==> config.mk <==
export PLATFORM = sky130hd
export DESIGN_NAME = distance_vector_table_update
export DESIGN_NICKNAME = d
export VERILOG_FILES = /design/src/rtl/dvt_pkg.sv /design/src/rtl/dvt_update.sv /design/src/rtl/distance_vector_table_update.sv
export SDC_FILE = /design/constraint.sdc
export NUM_CORES = 2
export LEC_CHECK = 0
export BUFFER_PORTS_ARGS = -buffer_cell sky130_fd_sc_hd__buf_4
export CORE_AREA = 10 10 539 330
export DETAILED_ROUTE_END_ITERATION = 8
export DIE_AREA = 0 0 549 340
export GPL_ROUTABILITY_DRIVEN = 0
export PLACE_DENSITY = 0.71
export SLEW_MARGIN = 20
export SYNTH_ARGS = -nofsm -noshare
export SYNTH_HDL_FRONTEND = slang
export SYNTH_SLANG_ARGS = --single-unit
==> constraint.sdc <==
create_clock -name clk -period 12.1 [get_ports clk]
set_input_delay 1.21 -clock clk [delete_from_list [all_inputs] [get_ports clk]]
set_output_delay 1.21 -clock clk [all_outputs]
set_load 0.02 [all_outputs]
==> src/rtl/dvt_pkg.sv <==
// Shared constants and item codes for the distance-vector table update block.
`default_nettype none

package dvt_pkg;

  // Fixed field widths of the item channels
  localparam int DEST_W = 6;
  localparam int HOP_W  = 6;
  localparam int PORT_W = 4;
  localparam int OP_W   = 1;

  // Defaults for the top-level parameters
  localparam int NODES_DEFAULT     = 64;
  localparam int COST_BITS_DEFAULT = 24;

  // Item codes
  localparam logic [OP_W-1:0] OP_LOAD   = 1'b0;
  localparam logic [OP_W-1:0] OP_ADVERT = 1'b1;

endpackage

`default_nettype wire

==> src/rtl/dvt_update.sv <==
// Route entry update: load or one Bellman-Ford relaxation with a saturating cost sum.
`default_nettype none

module dvt_update #(
  parameter int COST_BITS = dvt_pkg::COST_BITS_DEFAULT
) (
  input  wire logic [dvt_pkg::OP_W-1:0]   opcode,
  input  wire logic [COST_BITS-1:0]       cost_value,
  input  wire logic [dvt_pkg::HOP_W-1:0]  neighbor_id,
  input  wire logic [dvt_pkg::PORT_W-1:0] port_index,
  input  wire logic                       port_valid,
  input  wire logic [COST_BITS-1:0]       link_cost,
  input  wire logic [COST_BITS-1:0]       cur_cost,
  input  wire logic [dvt_pkg::HOP_W-1:0]  cur_hop,
  input  wire logic [dvt_pkg::PORT_W-1:0] cur_port,
  output logic      [COST_BITS-1:0]       new_cost,
  output logic      [dvt_pkg::HOP_W-1:0]  new_hop,
  output logic      [dvt_pkg::PORT_W-1:0] new_port,
  output logic                            changed
);

  logic [COST_BITS:0]   sum_wide;
  logic [COST_BITS-1:0] sum;

  assign sum_wide = {1'b0, link_cost} + {1'b0, cost_value};
  // saturate at the unreachable code
  assign sum = sum_wide[COST_BITS] ? {COST_BITS{1'b1}} : sum_wide[COST_BITS-1:0];

  always_comb begin
    new_cost = cur_cost;
    new_hop  = cur_hop;
    new_port = cur_port;
    changed  = 1'b0;
    case (opcode)
      dvt_pkg::OP_LOAD: begin
        new_cost = cost_value;
        new_hop  = neighbor_id;
        new_port = port_index;
        changed  = (cur_cost != cost_value) || (cur_hop != neighbor_id) ||
                   (cur_port != port_index);
      end
      dvt_pkg::OP_ADVERT: begin
        if (port_valid) begin
          if (cur_hop == neighbor_id) begin
            // already routed via this neighbour: follow its cost either way
            new_cost = sum;
            changed  = (cur_cost != sum);
          end else if (cur_cost > sum) begin
            new_cost = sum;
            new_hop  = neighbor_id;
            new_port = port_index;
            changed  = 1'b1;
          end
        end
      end
      default: begin
        changed = 1'b0;
      end
    endcase
  end

endmodule

`default_nettype wire

==> src/rtl/distance_vector_table_update.sv <==
// Distance-vector routing table: route store, read-modify-write pipeline and result register.
//
// Input channel in_valid/in_ready carries load items (opcode load) that write one
// route entry, and advertisement elements that relax one entry against a
// neighbour's advertised cost plus its link cost. Each item gives exactly one
// result on out_valid/out_ready: the addressed entry after the item, its change
// flag, and on the last element of an advertisement the round's sticky change flag.
// The item is registered into the update stage on the input transfer, and the result
// register and out_valid load when the update stage advances. Throughput:
// one item per cycle while out_ready is high; the route store is read on the
// transfer edge and written when the update stage advances, with the last write
// forwarded so that back-to-back items to the same entry see fresh data.
// Reset: after rst the block sweeps the route store, one entry per cycle, to
// unreachable cost with zero next hop and port; in_ready stays low while the
// sweep runs.
// Stall: while out_ready is low a held result keeps one item waiting in the
// pipeline; in_ready drops until the result is transferred.
`default_nettype none

module distance_vector_table_update #(
  parameter int NODES     = dvt_pkg::NODES_DEFAULT,
  parameter int COST_BITS = dvt_pkg::COST_BITS_DEFAULT
) (
  input  wire logic                       clk,
  input  wire logic                       rst,
  input  wire logic                       in_valid,
  output logic                            in_ready,
  input  wire logic [dvt_pkg::OP_W-1:0]   opcode,
  input  wire logic [dvt_pkg::DEST_W-1:0] dest_index,
  input  wire logic [COST_BITS-1:0]       cost_value,
  input  wire logic [dvt_pkg::HOP_W-1:0]  neighbor_id,
  input  wire logic [dvt_pkg::PORT_W-1:0] port_index,
  input  wire logic                       port_valid,
  input  wire logic [COST_BITS-1:0]       link_cost,
  input  wire logic                       last,
  output logic                            out_valid,
  input  wire logic                       out_ready,
  output logic      [COST_BITS-1:0]       entry_cost,
  output logic      [dvt_pkg::HOP_W-1:0]  entry_next_hop,
  output logic      [dvt_pkg::PORT_W-1:0] entry_port,
  output logic                            entry_changed,
  output logic                            table_changed,
  output logic                            result_last
);

  localparam int IDX_W   = (NODES > 1) ? $clog2(NODES) : 1;
  localparam int ENTRY_W = COST_BITS + dvt_pkg::HOP_W + dvt_pkg::PORT_W;
  localparam int DEST_N  = 1 << dvt_pkg::DEST_W;

  localparam logic [ENTRY_W-1:0] ENTRY_RESET =
    {{COST_BITS{1'b1}}, {dvt_pkg::HOP_W{1'b0}}, {dvt_pkg::PORT_W{1'b0}}};
  localparam logic [IDX_W-1:0] LAST_IDX = IDX_W'(NODES - 1);

  // destination index reduced to a table address
  logic [IDX_W-1:0] idx_lut [DEST_N];

  for (genvar g = 0; g < DEST_N; g++) begin : g_idx_lut
    assign idx_lut[g] = IDX_W'(g % NODES);
  end

  // route store
  logic [ENTRY_W-1:0] mem [NODES];
  logic [ENTRY_W-1:0] rd_entry;

  // reset sweep
  logic             clearing;
  logic [IDX_W-1:0] clr_addr;

  // update stage
  logic                       s1_valid;
  logic [dvt_pkg::OP_W-1:0]   s1_op;
  logic [IDX_W-1:0]           s1_idx;
  logic [COST_BITS-1:0]       s1_cost;
  logic [dvt_pkg::HOP_W-1:0]  s1_nb;
  logic [dvt_pkg::PORT_W-1:0] s1_port;
  logic                       s1_pvalid;
  logic [COST_BITS-1:0]       s1_link;
  logic                       s1_last;

  // last write, for forwarding
  logic               wr_valid;
  logic [IDX_W-1:0]   wr_idx;
  logic [ENTRY_W-1:0] wr_entry;

  logic round_changed;

  logic                       in_xfer;
  logic                       s1_advance;
  logic [ENTRY_W-1:0]         cur_entry;
  logic [COST_BITS-1:0]       new_cost;
  logic [dvt_pkg::HOP_W-1:0]  new_hop;
  logic [dvt_pkg::PORT_W-1:0] new_port;
  logic                       upd_changed;
  logic                       round_next;
  logic                       tch_next;

  assign s1_advance = s1_valid && (!out_valid || out_ready);
  assign in_ready   = !clearing && (!s1_valid || s1_advance);
  assign in_xfer    = in_valid && in_ready;

  assign cur_entry = (wr_valid && (wr_idx == s1_idx)) ? wr_entry : rd_entry;

  dvt_update #(
    .COST_BITS (COST_BITS)
  ) u_update (
    .opcode      (s1_op),
    .cost_value  (s1_cost),
    .neighbor_id (s1_nb),
    .port_index  (s1_port),
    .port_valid  (s1_pvalid),
    .link_cost   (s1_link),
    .cur_cost    (cur_entry[ENTRY_W-1 -: COST_BITS]),
    .cur_hop     (cur_entry[dvt_pkg::PORT_W +: dvt_pkg::HOP_W]),
    .cur_port    (cur_entry[dvt_pkg::PORT_W-1:0]),
    .new_cost    (new_cost),
    .new_hop     (new_hop),
    .new_port    (new_port),
    .changed     (upd_changed)
  );

  always_comb begin
    round_next = round_changed;
    tch_next   = 1'b0;
    if (s1_op == dvt_pkg::OP_ADVERT) begin
      tch_next   = s1_last && (round_changed || upd_changed);
      round_next = s1_last ? 1'b0 : (round_changed || upd_changed);
    end
  end

  // store read on transfer, written by the sweep or the update stage
  always_ff @(posedge clk) begin
    if (in_xfer) begin
      rd_entry <= mem[idx_lut[dest_index]];
    end
    if (clearing) begin
      mem[clr_addr] <= ENTRY_RESET;
    end else if (s1_advance) begin
      mem[s1_idx] <= {new_cost, new_hop, new_port};
    end
  end

  always_ff @(posedge clk) begin
    if (rst) begin
      clearing      <= 1'b1;
      clr_addr      <= '0;
      s1_valid      <= 1'b0;
      wr_valid      <= 1'b0;
      round_changed <= 1'b0;
      out_valid     <= 1'b0;
    end else begin
      if (clearing) begin
        clr_addr <= clr_addr + IDX_W'(1);
        if (clr_addr == LAST_IDX) begin
          clearing <= 1'b0;
        end
      end
      if (in_xfer) begin
        s1_valid <= 1'b1;
      end else if (s1_advance) begin
        s1_valid <= 1'b0;
      end
      if (s1_advance) begin
        wr_valid      <= 1'b1;
        round_changed <= round_next;
        out_valid     <= 1'b1;
      end else if (out_ready) begin
        out_valid <= 1'b0;
      end
    end
  end

  always_ff @(posedge clk) begin
    if (in_xfer) begin
      s1_op     <= opcode;
      s1_idx    <= idx_lut[dest_index];
      s1_cost   <= cost_value;
      s1_nb     <= neighbor_id;
      s1_port   <= port_index;
      s1_pvalid <= port_valid;
      s1_link   <= link_cost;
      s1_last   <= last;
    end
    if (s1_advance) begin
      wr_idx         <= s1_idx;
      wr_entry       <= {new_cost, new_hop, new_port};
      entry_cost     <= new_cost;
      entry_next_hop <= new_hop;
      entry_port     <= new_port;
      entry_changed  <= upd_changed;
      table_changed  <= tch_next;
      result_last    <= s1_last;
    end
  end

`ifndef SYNTHESIS
  a_tch_on_last: assert property (@(posedge clk) disable iff (rst)
    (out_valid && table_changed) |-> result_last)
    else $error("table_changed raised on a non-last result");

  a_xfer_fills_stage: assert property (@(posedge clk) disable iff (rst)
    in_xfer |=> s1_valid)
    else $error("transferred item lost before the update stage");

  a_sweep_empty: assert property (@(posedge clk) disable iff (rst)
    clearing |-> (!s1_valid && !out_valid))
    else $error("item in flight during the reset sweep");

  a_round_sticky: assert property (@(posedge clk) disable iff (rst)
    (s1_advance && upd_changed && (s1_op == dvt_pkg::OP_ADVERT) && !s1_last)
      |=> round_changed)
    else $error("round change flag not set after an entry change");
`endif

endmodule

`default_nettype wire
==> flow_metrics.tcl <==
set metrics [dict create \
    run_status "completed" \
    buffers_added_on_ports 109 \
    floorplan.core_area_um2 168200 \
    tritoncts "done" \
    global_route_wire_length_before_repair_um 340300 \
    startpoint_type "flip-flop" \
    number_of_global_route_vias_before_repair 44590 \
    grt_start_max_net_pins 130 \
    critical_path.endpoint "mem[31][4]" \
    synth.avg_cell_area_um2 22.80 \
    io_pins 110 \
    final_area_um2 102400 \
    path_max_fanout 64 \
    clock-skew-final_ns 0.05667 \
    synth_cell_type_count 72 \
    antenna_left 0 \
    cts_num_sinks 2331 \
    criticalPathCategory "reg -> reg" \
    rsz0062_at_grt "no" \
    die_width_um 549 \
    placement.cell_area_um2 96180 \
    timing.final.crit_share_pct 56.67 \
    syn_nets 4151 \
    avgRoutedWirePerCell_um 35.96 \
    post_route_cells_drive_above_1_share_pct 30.37 \
    aggregate_negative_setup_slack_ns 0 \
    worst-endpoint-required_ns 12.55 \
    synth-edff-count 2320 \
    r2r_path_start "s1_cost[1]" \
    cts_max_path_buffers 4 \
    worst_setup_path_end_kind "flip-flop" \
    antenna_found_initial 6 \
    initial_utilization_pct 54.63 \
    timing.final.setup_violations 0 \
    postRouteWirelength_um 239800 \
    reg2reg_to "mem[31][4]" \
    dr.pass1.iters 6 \
    drtIter0Drc 6944 \
    ys_warn_count 0 \
    worst_setup_hold_path_clk_slew_ns 0.07 \
    grt.overflow.total 0 \
    power_leakage_nw 34.33 \
    largest_area_contributor_in_the_netlist "sky130_fd_sc_hd__edfxtp_1" \
    route.detailed.vias_per_inst 6.813 \
    period_minus_slack_ns 6.857 \
    cts_resized 0 \
    detailedPlacementHpwl_um 128700 \
    hold_path_class "reg -> reg" \
    max_cap_violations 0 \
    netlist_top_cells_count "2320 x sky130_fd_sc_hd__edfxtp_1, 709 x sky130_fd_sc_hd__mux4_2, 118 x sky130_fd_sc_hd__nor2_1, 109 x sky130_fd_sc_hd__clkbuf_1, 99 x sky130_fd_sc_hd__nand2_1" \
    synth_cells 4030 \
    cts_hold_buffers 0 \
    yosysSeqAreaShare_pct 76.06 \
    flow.area_growth_from_synthesis_pct 11.41 \
    fp.dieH_um 340 \
    timing.slew.headroom_pct 22.92 \
    finalHoldViolations 0 \
    remaining_drc_errors 0 \
    synthDominantCellAreaShare_pct 75.82 \
    reg2reg_depth 16 \
    netlist_top_cells_area "sky130_fd_sc_hd__edfxtp_1 76%, sky130_fd_sc_hd__mux4_2 17%, sky130_fd_sc_hd__ha_1 0.67%, sky130_fd_sc_hd__nor2_1 0.48%, sky130_fd_sc_hd__mux2_2 0.47%" \
    timing_max_transition_violations_final 0 \
    cts_setup_buffers 0 \
    nNetsFinal 4375 \
    placementRows 117 \
    synth_most_common_cell "sky130_fd_sc_hd__edfxtp_1" \
    number_of_synthesized_register_bits 2331 \
    grtUsageTotal_pct 25.34 \
    hold-worst-slack_ns 0.5065 \
    ys_async_sr_fraction_pct 0 \
    leading_register_cell_type_out_of_synthesis "sky130_fd_sc_hd__edfxtp_1" \
    tightest_slew_ns 1.152 \
    fp.dieArea_um2 186700 \
    ir_drop_mv 0.1443 \
    root_buffer_selected_by_cts "sky130_fd_sc_hd__clkbuf_16" \
    ff2ff_setup_slack_ns 5.24 \
    worstSkewPairLatency_ns 0.84 \
    synthesis.area_um2 91890 \
    detailroute.via_count 45420 \
    cp.arrival_ns 7.30 \
    total_power_divided_by_cell_area_nw_per_um2 150.4 \
    cts_made_buffers 197 \
    critPathLaunch "s1_cost[1]" \
    fmax_mhz 145.8 \
    htreeDepth 4 \
]
critical path: stages, from the launching register on:
cell                        delay, ns
sky130_fd_sc_hd__edfxtp_1        0.52
sky130_fd_sc_hd__ha_1            0.35
sky130_fd_sc_hd__a21oi_1         0.45
sky130_fd_sc_hd__o2111ai_1       0.39
sky130_fd_sc_hd__a21oi_1         0.47
sky130_fd_sc_hd__o221ai_1        0.35
sky130_fd_sc_hd__a311o_1         0.43
sky130_fd_sc_hd__mux2_2          0.33
sky130_fd_sc_hd__ha_1            0.31
sky130_fd_sc_hd__nand4_1         0.17
sky130_fd_sc_hd__nor3_1          0.38
sky130_fd_sc_hd__o31a_1          0.20
sky130_fd_sc_hd__o31ai_1         0.09
sky130_fd_sc_hd__and2_1          0.18
sky130_fd_sc_hd__o21ai_2         0.69
sky130_fd_sc_hd__mux2_2          0.32
sky130_fd_sc_hd__and2_2          0.85
registers in the layout, indices dropped and copies added (netlist names), 2 cells and up:
| name | cells |
|---|---|
| s1_cost | 24 |
| rd_entry | 34 |
| entry_next_hop | 5 |
| entry_port | 3 |
| s1_idx | 6 |
| mem | 2176 |
| clr_addr | 6 |
| wr_idx | 6 |
| wr_entry | 2 |
| s1_nb | 6 |
| s1_port | 4 |
| s1_link | 24 |
| entry_cost | 24 |
how the worst min path moves through the flow:
stage                    from        to  slack [ns]  cells past startpoint
2_1_floorplan        wr_valid  wr_valid        0.45                      2
3_3_place_gp         wr_valid  wr_valid        0.47                      2
3_5_place_dp         wr_valid  wr_valid        0.49                      2
4_1_cts        neighbor_id[1]  s1_nb[1]        0.50                      1
5_1_grt        neighbor_id[1]  s1_nb[1]        0.51                      1
6_report             wr_valid  wr_valid        0.51                      2
layout make-up:
| type | instances | area (µm²) |
|---|---|---|
| fill | 11220 | 65830 |
| multi-input combinational | 1463 | 21660 |
| inverter | 42 | 157.7 |
| timing repair buffer | 219 | 1772 |
| clock buffer | 241 | 5180 |
| clock inverter | 106 | 874.6 |
| tap | 2261 | 2829 |
| sequential | 2331 | 69890 |
| antenna | 4 | 10.01 |
where the power goes:
group | switching (W) | leakage, nW | internal [W]
registers | 0.00000612 | 23.7 | 0.00877
clock network | 0.00281 | 2.94 | 0.00335
logic | 0.000264 | 7.72 | 0.000197
total | 0.00308 | 34.3 | 0.0123
through the flow:
step | instances | util, % | power, W | worst slack (ns)
after CTS | 6660 | 60.78 | 0.01546 | 5.439
final | 6667 | 60.86 | 0.01540 | 5.243
after floorplan | 4030 | - | 0.009257 | 5.460
after detailed placement | 6313 | 57.18 | 0.009416 | 5.438
after global routing | 6663 | 60.86 | 0.01578 | 5.007
after global placement | 6313 | 57.18 | 0.009414 | 5.616
layer usage:
metal  global-route usage, %  part of all wire [%]  wire length, µm  up-vias
li1                        -                     -                -    17610
met4                   5.542                   2.3             5603        4
met5                       0                 0.011               27        -
met2                   37.77                    46           109600     3141
met3                   6.371                    13            31330      397
met1                   38.39                    39            93170    24270
cell families after synthesis:
logic type	Yosys count	share of synthesized area, %
xor gates and xnor gates	65	0.6195
adders and majority gates	50	0.6890
buffers and inverters	236	1.055
AOI/OAI and AO/OA	218	1.641
muxes	766	18.05
DFF	2331	76.06
and+or+nand+nor	364	1.889
placed cells by master (no fill, tap or decap), drive strengths merged, types with 6 or more instances in the layout:
master / instances
o21a: 14
a21o: 18
xor2: 33
mux2i: 18
edfxtp: 2320
clkbuf: 242
bufinv: 15
nor4: 9
buf: 218
or3: 9
nor2: 119
nand2: 99
inv: 45
dfxtp: 11
ha: 49
xnor2: 32
a21oi: 54
a211o: 10
o31ai: 12
a31o: 10
nand2b: 7
mux2: 39
a31oi: 10
and2: 16
mux4: 709
clkinvlp: 6
nand4: 13
nand3: 27
nand3b: 8
o22ai: 7
nor2b: 24
clkinv: 82
o211ai: 7
and4: 7
nor3: 15
o21ai: 38
(Power assumes the default switching activity.)
